--- config.mk ---
export PLATFORM = sky130hd
export DESIGN_NAME = rms_norm_int8_row
export DESIGN_NICKNAME = d
export VERILOG_FILES = /design/src/hw/rtl/rmsn_pkg.sv /design/src/hw/rtl/rms_norm_int8_row.sv /design/src/hw/rtl/rmsn_ram.sv /design/src/hw/rtl/rmsn_ctrl.sv /design/src/hw/rtl/rmsn_dp.sv
export SDC_FILE = /design/constraint.sdc
export NUM_CORES = 2
export LEC_CHECK = 0
export BUFFER_PORTS_ARGS = -buffer_cell sky130_fd_sc_hd__buf_4
export CAP_MARGIN = 10
export CORE_MARGIN = 10
export CORE_UTILIZATION = 45
export DETAILED_ROUTE_END_ITERATION = 7
export PLACE_DENSITY = 0.67
export SLEW_MARGIN = 5
export SYNTH_ARGS = -nofsm -noshare
export SYNTH_HDL_FRONTEND = slang
export SYNTH_SLANG_ARGS = --single-unit
--- constraint.sdc ---
create_clock -name clk -period 6.8 [get_ports clk]
set_input_delay 0.68 -clock clk [delete_from_list [all_inputs] [get_ports clk]]
set_output_delay 0.68 -clock clk [all_outputs]
set_load 0.01 [all_outputs]
--- src/hw/rtl/rmsn_pkg.sv ---
`default_nettype none
package rmsn_pkg;

  // configuration register indexes
  localparam logic [1:0] REG_FEATURE_COUNT = 2'd0;
  localparam logic [1:0] REG_INV_COUNT     = 2'd1;
  localparam logic [1:0] REG_EPSILON       = 2'd2;
  localparam logic [1:0] REG_OUTPUT_SCALE  = 2'd3;

  localparam logic [6:0]  FEATURE_COUNT_RST = 7'd64;
  localparam logic [15:0] INV_COUNT_RST     = 16'd1024;
  localparam logic [7:0]  EPSILON_RST       = 8'd1;
  localparam logic [15:0] OUTPUT_SCALE_RST  = 16'd256;

  // 2^40 / mean gives a 41 bit quotient, its root has 21 bits
  localparam int QUO_W      = 41;
  localparam int ROOT_W     = 21;
  localparam int DIV_STEPS  = QUO_W;
  localparam int SQRT_STEPS = ROOT_W;
  localparam int ITER_W     = 6;
  localparam int RS_W       = 20;
  localparam logic [RS_W-1:0] RSQRT_MAX = 20'hFFFFF;

  typedef struct packed {
    logic load;
    logic mean;
    logic div_step;
    logic sqrt_step;
    logic sat;
    logic mul1;
    logic mul2;
    logic emit_done;
  } cmd_t;

  typedef struct packed {
    logic row_done;
    logic div_last;
    logic sqrt_last;
    logic idx_last;
  } sts_t;

endpackage
`default_nettype wire

--- src/hw/rtl/rms_norm_int8_row.sv ---
`default_nettype none
// sequence: a row of n codes is taken at one code per cycle, then the mean is formed,
// a restoring divide and a square root run, and the root is saturated; then each
// result code takes a ram read, two multiplies and an output state, which holds
// while out_tready is low
// throughput is set by the shared divide/root unit and the single ram read port;
// no input is taken from the end of a row's load until its last result is emitted
// reset: rst_n synchronous active low, registers to defaults, row state cleared
module rms_norm_int8_row #(
  parameter int FEATURE_MAX = 64
) (
  input  wire        clk,
  input  wire        rst_n,
  input  wire        cfg_we,
  input  wire [1:0]  cfg_addr,
  input  wire [15:0] cfg_wdata,
  input  wire        in_tvalid,
  output logic       in_tready,
  input  wire [7:0]  in_tdata,   // [7:0] code
  output logic       out_tvalid,
  input  wire        out_tready,
  output logic [7:0] out_tdata,  // [7:0] norm_code
  output logic       out_tlast   // row_last
);
  import rmsn_pkg::*;

  cmd_t cmd;
  sts_t sts;

  // controller sequences load, rsqrt and emit phases
  rmsn_ctrl u_ctrl (
    .clk        (clk),
    .rst_n      (rst_n),
    .in_tvalid  (in_tvalid),
    .in_tready  (in_tready),
    .out_tvalid (out_tvalid),
    .out_tready (out_tready),
    .sts        (sts),
    .cmd        (cmd)
  );

  // datapath holds row store, sums, divider, root and requant multipliers
  rmsn_dp #(.FEATURE_MAX(FEATURE_MAX)) u_dp (
    .clk       (clk),
    .rst_n     (rst_n),
    .cfg_we    (cfg_we),
    .cfg_addr  (cfg_addr),
    .cfg_wdata (cfg_wdata),
    .code      (in_tdata),
    .cmd       (cmd),
    .sts       (sts),
    .norm_code (out_tdata),
    .row_last  (out_tlast)
  );

`ifndef SYNTHESIS
  // load and emit phases never overlap
  a_phase_excl: assert property (@(posedge clk) disable iff (!rst_n)
    !(in_tready && out_tvalid)) else $error("input and output active together");

  // a request that completes the row stops further input
  a_row_close: assert property (@(posedge clk) disable iff (!rst_n)
    (in_tvalid && in_tready && sts.row_done) |=> !in_tready)
    else $error("input still open after row completed");

  // after the last result the block is ready for a new row
  a_row_reopen: assert property (@(posedge clk) disable iff (!rst_n)
    (out_tvalid && out_tready && out_tlast) |=> (in_tready && !out_tvalid))
    else $error("block not back in load after last result");
`endif
endmodule
`default_nettype wire

--- src/hw/rtl/rmsn_ram.sv ---
`default_nettype none
module rmsn_ram #(
  parameter int WIDTH = 8,
  parameter int DEPTH = 64
) (
  input  wire                           clk,
  input  wire                           we,
  input  wire [$clog2(DEPTH > 1 ? DEPTH : 2)-1:0] waddr,
  input  wire [WIDTH-1:0]               wdata,
  input  wire [$clog2(DEPTH > 1 ? DEPTH : 2)-1:0] raddr,
  output logic [WIDTH-1:0]              rdata
);
  logic [WIDTH-1:0] mem [DEPTH];

  always_ff @(posedge clk) begin
    if (we) begin
      mem[waddr] <= wdata;
    end
    rdata <= mem[raddr];
  end
endmodule
`default_nettype wire

--- src/hw/rtl/rmsn_ctrl.sv ---
`default_nettype none
module rmsn_ctrl (
  input  wire             clk,
  input  wire             rst_n,
  input  wire             in_tvalid,
  output logic            in_tready,
  output logic            out_tvalid,
  input  wire             out_tready,
  input  rmsn_pkg::sts_t  sts,
  output rmsn_pkg::cmd_t  cmd
);
  import rmsn_pkg::*;

  localparam logic [3:0] S_LOAD = 4'd0;
  localparam logic [3:0] S_MEAN = 4'd1;
  localparam logic [3:0] S_DIV  = 4'd2;
  localparam logic [3:0] S_SQRT = 4'd3;
  localparam logic [3:0] S_SAT  = 4'd4;
  localparam logic [3:0] S_RD   = 4'd5;
  localparam logic [3:0] S_M1   = 4'd6;
  localparam logic [3:0] S_M2   = 4'd7;
  localparam logic [3:0] S_OUT  = 4'd8;

  logic [3:0] state_r, state_nxt;

  always_comb begin
    state_nxt  = state_r;
    cmd        = '0;
    in_tready  = 1'b0;
    out_tvalid = 1'b0;
    unique case (state_r)
      S_LOAD: begin
        in_tready = 1'b1;
        cmd.load  = in_tvalid;
        if (in_tvalid && sts.row_done) state_nxt = S_MEAN;
      end
      S_MEAN: begin
        cmd.mean  = 1'b1;
        state_nxt = S_DIV;
      end
      S_DIV: begin
        cmd.div_step = 1'b1;
        if (sts.div_last) state_nxt = S_SQRT;
      end
      S_SQRT: begin
        cmd.sqrt_step = 1'b1;
        if (sts.sqrt_last) state_nxt = S_SAT;
      end
      S_SAT: begin
        cmd.sat   = 1'b1;
        state_nxt = S_RD;
      end
      S_RD: begin
        state_nxt = S_M1;
      end
      S_M1: begin
        cmd.mul1  = 1'b1;
        state_nxt = S_M2;
      end
      S_M2: begin
        cmd.mul2  = 1'b1;
        state_nxt = S_OUT;
      end
      S_OUT: begin
        out_tvalid = 1'b1;
        if (out_tready) begin
          cmd.emit_done = 1'b1;
          state_nxt = sts.idx_last ? S_LOAD : S_RD;
        end
      end
      default: state_nxt = S_LOAD;
    endcase
  end

  always_ff @(posedge clk) begin
    if (!rst_n) state_r <= S_LOAD;
    else        state_r <= state_nxt;
  end
endmodule
`default_nettype wire

--- src/hw/rtl/rmsn_dp.sv ---
`default_nettype none
module rmsn_dp #(
  parameter int FEATURE_MAX = 64
) (
  input  wire             clk,
  input  wire             rst_n,
  input  wire             cfg_we,
  input  wire [1:0]       cfg_addr,
  input  wire [15:0]      cfg_wdata,
  input  wire [7:0]       code,
  input  rmsn_pkg::cmd_t  cmd,
  output rmsn_pkg::sts_t  sts,
  output logic [7:0]      norm_code,
  output logic            row_last
);
  import rmsn_pkg::*;

  localparam int CNT_W  = $clog2(FEATURE_MAX + 1);
  localparam int AW     = $clog2(FEATURE_MAX > 1 ? FEATURE_MAX : 2);
  localparam int SUM_W  = 15 + $clog2(FEATURE_MAX > 1 ? FEATURE_MAX : 2);
  localparam int PROD_W = SUM_W + 16;
  localparam int MEAN_W = PROD_W - 8 + 1;
  localparam int LW     = CNT_W > 7 ? CNT_W : 7;

  logic [6:0]  fc_r;
  logic [15:0] inv_r, scale_r;
  logic [7:0]  eps_r;

  logic [CNT_W-1:0]  fill_r, idx_r, row_len;
  logic [LW-1:0]     len_w;
  logic [SUM_W-1:0]  sum_r;
  logic [MEAN_W-1:0] mean_r;
  logic [MEAN_W:0]   rem_r, rem_sh;
  logic [QUO_W:0]    x_r;
  logic [ITER_W-1:0] it_r;
  logic [ROOT_W-1:0] root_r;
  logic [ROOT_W+2:0] srem_r, srem_sh, trial;
  logic [RS_W-1:0]   rs_r;
  logic              neg_r, div_ge, sq_ge;
  logic [27:0]       p1_r;
  logic [43:0]       p2_r;
  logic [44:0]       rnd;
  logic [20:0]       q;
  logic [15:0]       sq;
  logic [PROD_W-1:0] prod;
  logic [7:0]        rd_code, mag;

  // configuration registers
  always_ff @(posedge clk) begin
    if (!rst_n) begin
      fc_r    <= FEATURE_COUNT_RST;
      inv_r   <= INV_COUNT_RST;
      eps_r   <= EPSILON_RST;
      scale_r <= OUTPUT_SCALE_RST;
    end else if (cfg_we) begin
      unique case (cfg_addr)
        REG_FEATURE_COUNT: fc_r    <= cfg_wdata[6:0];
        REG_INV_COUNT:     inv_r   <= cfg_wdata;
        REG_EPSILON:       eps_r   <= cfg_wdata[7:0];
        REG_OUTPUT_SCALE:  scale_r <= cfg_wdata;
        default: ;
      endcase
    end
  end

  // row length clamped to 1..FEATURE_MAX
  always_comb begin
    len_w = LW'(fc_r);
    if (fc_r == 7'd0) len_w = LW'(1);
    if (len_w > LW'(FEATURE_MAX)) len_w = LW'(FEATURE_MAX);
    row_len = len_w[CNT_W-1:0];
  end

  // square of the sign-extended code, at most 2^14
  assign sq            = $signed({{8{code[7]}}, code}) * $signed({{8{code[7]}}, code});
  assign sts.row_done  = ({1'b0, fill_r} + 1'b1) >= {1'b0, row_len};
  assign sts.idx_last  = ({1'b0, idx_r} + 1'b1) == {1'b0, fill_r};
  assign sts.div_last  = it_r == ITER_W'(DIV_STEPS - 1);
  assign sts.sqrt_last = it_r == ITER_W'(SQRT_STEPS - 1);

  rmsn_ram #(.WIDTH(8), .DEPTH(FEATURE_MAX)) u_row_ram (
    .clk   (clk),
    .we    (cmd.load),
    .waddr (fill_r[AW-1:0]),
    .wdata (code),
    .raddr (idx_r[AW-1:0]),
    .rdata (rd_code)
  );

  assign prod    = sum_r * inv_r;
  assign rem_sh  = {rem_r[MEAN_W-1:0], x_r[QUO_W-1]};
  assign div_ge  = rem_sh >= {1'b0, mean_r};
  assign srem_sh = {srem_r[ROOT_W:0], x_r[QUO_W:QUO_W-1]};
  assign trial   = {1'b0, root_r, 2'b01};
  assign sq_ge   = srem_sh >= trial;
  assign mag     = rd_code[7] ? 8'(-rd_code) : rd_code;

  always_ff @(posedge clk) begin
    if (!rst_n) begin
      fill_r <= '0;
      sum_r  <= '0;
      it_r   <= '0;
      idx_r  <= '0;
    end else begin
      if (cmd.load) begin
        fill_r <= fill_r + 1'b1;
        sum_r  <= sum_r + SUM_W'(sq);
      end
      if (cmd.mean) it_r <= '0;
      if (cmd.div_step) it_r <= sts.div_last ? '0 : it_r + 1'b1;
      if (cmd.sqrt_step) it_r <= it_r + 1'b1;
      if (cmd.sat) idx_r <= '0;
      if (cmd.emit_done) begin
        if (sts.idx_last) begin
          fill_r <= '0;
          sum_r  <= '0;
        end else begin
          idx_r <= idx_r + 1'b1;
        end
      end
    end
  end

  // payload: mean, restoring divide, digit-by-digit root, products
  always_ff @(posedge clk) begin
    if (cmd.mean) begin
      mean_r <= MEAN_W'(prod[PROD_W-1:8]) + MEAN_W'(eps_r);
      rem_r  <= '0;
      x_r    <= {2'b01, {(QUO_W-1){1'b0}}};
      root_r <= '0;
      srem_r <= '0;
    end
    if (cmd.div_step) begin
      rem_r <= div_ge ? rem_sh - {1'b0, mean_r} : rem_sh;
      x_r   <= {1'b0, x_r[QUO_W-2:0], div_ge};
    end
    if (cmd.sqrt_step) begin
      srem_r <= sq_ge ? srem_sh - trial : srem_sh;
      root_r <= {root_r[ROOT_W-2:0], sq_ge};
      x_r    <= {x_r[QUO_W-2:0], 2'b00};
    end
    if (cmd.sat) rs_r <= root_r[ROOT_W-1] ? RSQRT_MAX : root_r[RS_W-1:0];
    if (cmd.mul1) begin
      p1_r  <= mag * rs_r;
      neg_r <= rd_code[7];
    end
    if (cmd.mul2) p2_r <= p1_r * scale_r;
  end

  // round half away from zero on the magnitude, then saturate
  assign rnd = {1'b0, p2_r} + 45'(1 << 23);
  assign q   = rnd[44:24];
  always_comb begin
    if (neg_r) norm_code = (q > 21'd128) ? 8'h80 : 8'(-q);
    else       norm_code = (q > 21'd127) ? 8'h7F : q[7:0];
  end
  assign row_last = sts.idx_last;
endmodule
`default_nettype wire

==> reports/results.ini <==
[outcome]
status = finished, violations left
violations = negative setup slack

[yosys]
synthDominantCellAreaShare = 0.324
synth.most_common_cell = inv_1
synth_edf_count = 725
ys.flop_type = edfxtp_1
syn-num-nets = 7144
synth_area_leader_cell = edfxtp_1
seq_area_frac_synth = 0.355
netlist_area_um2 = 67100
synthCells = 5948
synth_seq_cells = 827
ys_warn_count = 0
avgSynthCellArea_um2 = 11.3
ys_async_sr_fraction = 0
yosysUniqueCellTypes = 105
synth_common_cells = inv_1, nand2_1, fa_1
yosys-top-cells-area = edfxtp_1, fa_1, ha_1

[placement]
dpl_cell_area_um2 = 71800
routabilityCongestion = 0.891
dp_hpwl_um = 117000
place_ws_ns = -0.579
dp.cells = 8003
numPortBuffers = 41

[detailed_routing]
drt_iter0_drc = 3340
dr.pass1.iters = 6
vias = 44000
drt_wl_total_um = 156000
wl_per_cell_um = 19.0
drc = 0
ant_nets = 0
via_per_inst = 5.36

[critical_path]
crit_top_cell = fa_1
arrival_ns = 7.56
worstPathMaxFanout = 8
worst-path-buf-inv = 8
crit_family = adder cells
crit_type = reg2reg
cp-start-kind = flip-flop
crit_slowest_cell = fa_1
cp_slowest_stage_delay_ns = 0.56
cp.required_ns = 7.20
endpoint_kind = flip-flop

[grt]
antenna_found_initial = 5
grt_pass1_wl_um = 253000
grt_pass1_vias = 46100
grt_max_degree = 70
track_usage = 0.192
grt_overflow_total = 0

[timing]
rsz0062_at_grt = yes
fmax_mhz = 140
fin_skew_ns = 0.0559
post-route-period-util = 1.05
relSlewSlack = 0.311
setup_viol = 15
layout_setup_ws_ns = -0.362
slew_violations = 0
worstMarginPinSlew_ns = 1.03
finalHoldViolCount = 0
layout_min_cycle_time_ns = 7.16

[clocking]
clock-sinks = 827
clk_latency_ns = 0.71
cts_hold_buf = 0
cts-buffers-inserted = 85
cts_max_level = 3
clockRootBuffer = clkbuf_16
clk_pin_slew_ns = 0.07
clk_path_buf_depth = 3
cts_tree = yes

[job]
maxCapViolations = 0

[floorplanning]
die_y_um = 406
io_pins = 42
start_util = 0.454
row_count = 141
die-area_um2 = 165000
die_w_um = 406
coreArea_um2 = 148000

[power]
leakage_nw = 30.9
power_density_nw_per_um2 = 323
ir_drop_uv = 534
power.total_mw = 24.4

[finish]
regArea_um2 = 23900
multi_input_area_um2 = 39700
fillers = 12700
final_area_um2 = 75800
utilization = 0.512
area_growth_pct = 12.9
drive_gt1_frac = 0.150
num-nets-final = 7417
fin_cells = 8216

[hold_path]
hp-class = in2reg

-- cell usage in the layout, fill, tap and decap left out, types with 67 or more instances in the layout --
master and count:
clkbuf_16 86, and2_1 311, inv_1 894, mux4_2 168
o21ai_0 82, xnor2_1 129, nand2_1 835, nor2_1 280
nor2b_1 84, dfxtp_1 70, a21oi_1 147, buf_4 408
edfxtp_1 725, ha_1 362, fa_1 769, xor2_1 67
-- final cells by class --
cell class                      count  area share
Multi-Input combinational cell   3954       0.524
Timing Repair Buffer              449      0.0485
Sequential cell                   827       0.315
Clock buffer                      108      0.0299
Clock inverter                     43     0.00586
Tap cell                         1930      0.0319
Antenna cell                        1   0.0000330
Inverter                          904      0.0448
-- registers in the layout, indices dropped and copies added, names as in the netlist, 8 cells and up --
signal,count
u_dp.sum_r,21
u_dp.inv_r,16
u_dp.rem_r,30
u_dp.u_row_ram.rdata,8
u_dp.p2_r,21
u_dp.rs_r,20
u_dp.x_r,42
u_dp.root_r,21
u_dp.scale_r,16
u_dp.srem_r,22
u_dp.mean_r,30
u_dp.eps_r,8
u_dp.p1_r,28
u_dp.u_row_ram.mem,512
-- where the power goes --
part | internal (mW) | switching [mW]
clock | 2.53 | 2.06
sequential | 6.54 | 0.294
combinational | 5.65 | 7.36
-- repair_timing --
| item | CTS | global route |
|---|---|---|
| pin swaps | 88 | 55 |
| endpoints found under the setup margin | 22 | 28 |
| buffers inserted | 30 | 34 |
| endpoints found under the hold margin | 0 | 0 |
| gates resized for setup | 95 | 98 |
-- kinds of logic after synthesis --
family | share of synthesized area
compound gates | 0.0586
mux | 0.0637
buf+inv | 0.0656
fa+ha+maj | 0.304
flops | 0.355
xor+xnor | 0.0276
simple gates | 0.125
-- path summary, 6_finish.rpt --
path | start | to | slack, ns | depth (start not counted)
worst max-delay path | u_dp.inv_r[6]$_SDFFE_PN0P_ | u_dp.mean_r[21]$_DFFE_PP_ | -0.36 | 33
worst min-delay path | cfg_wdata[8] | u_dp.scale_r[8]$_SDFFE_PN1P_ | 0.21 | 3
worst max register to register | u_dp.inv_r[6]$_SDFFE_PN0P_ | u_dp.mean_r[21]$_DFFE_PP_ | -0.36 | 33
worst min register to register | u_dp.eps_r[0]$_SDFFE_PN1P_ | u_dp.eps_r[0]$_SDFFE_PN1P_ | 0.49 | 2
-- worst register-to-register path: cells and delay by family (launching register included) --
family	cells	cell delay (ns)
simple gates	6	0.95
buf+inv	8	0.73
fa+ha+maj	8	3.26
xor+xnor	3	0.35
flops	1	0.41
compound gates	8	1.18
-- per-layer routing --
| metal | part of all wire | up-vias | track usage |
|---|---|---|---|
| li1 | - | 20100 | - |
| met1 | 0.43 | 22400 | 0.266 |
| met2 | 0.47 | 1279 | 0.309 |
| met3 | 0.074 | 224 | 0.0372 |
| met4 | 0.023 | 10 | 0.0485 |
| met5 | 0.00049 | - | 0 |
-- through the flow --
stage               hold WS (ns)  setup TNS (ns)
floorplan                  0.447          -0.493
global placement           0.461           -4.01
detailed placement         0.476           -5.29
CTS                        0.156           -1.68
global route               0.200           -8.29
finish                     0.208           -2.41
Note: power is estimated with default switching activity, not from simulation.
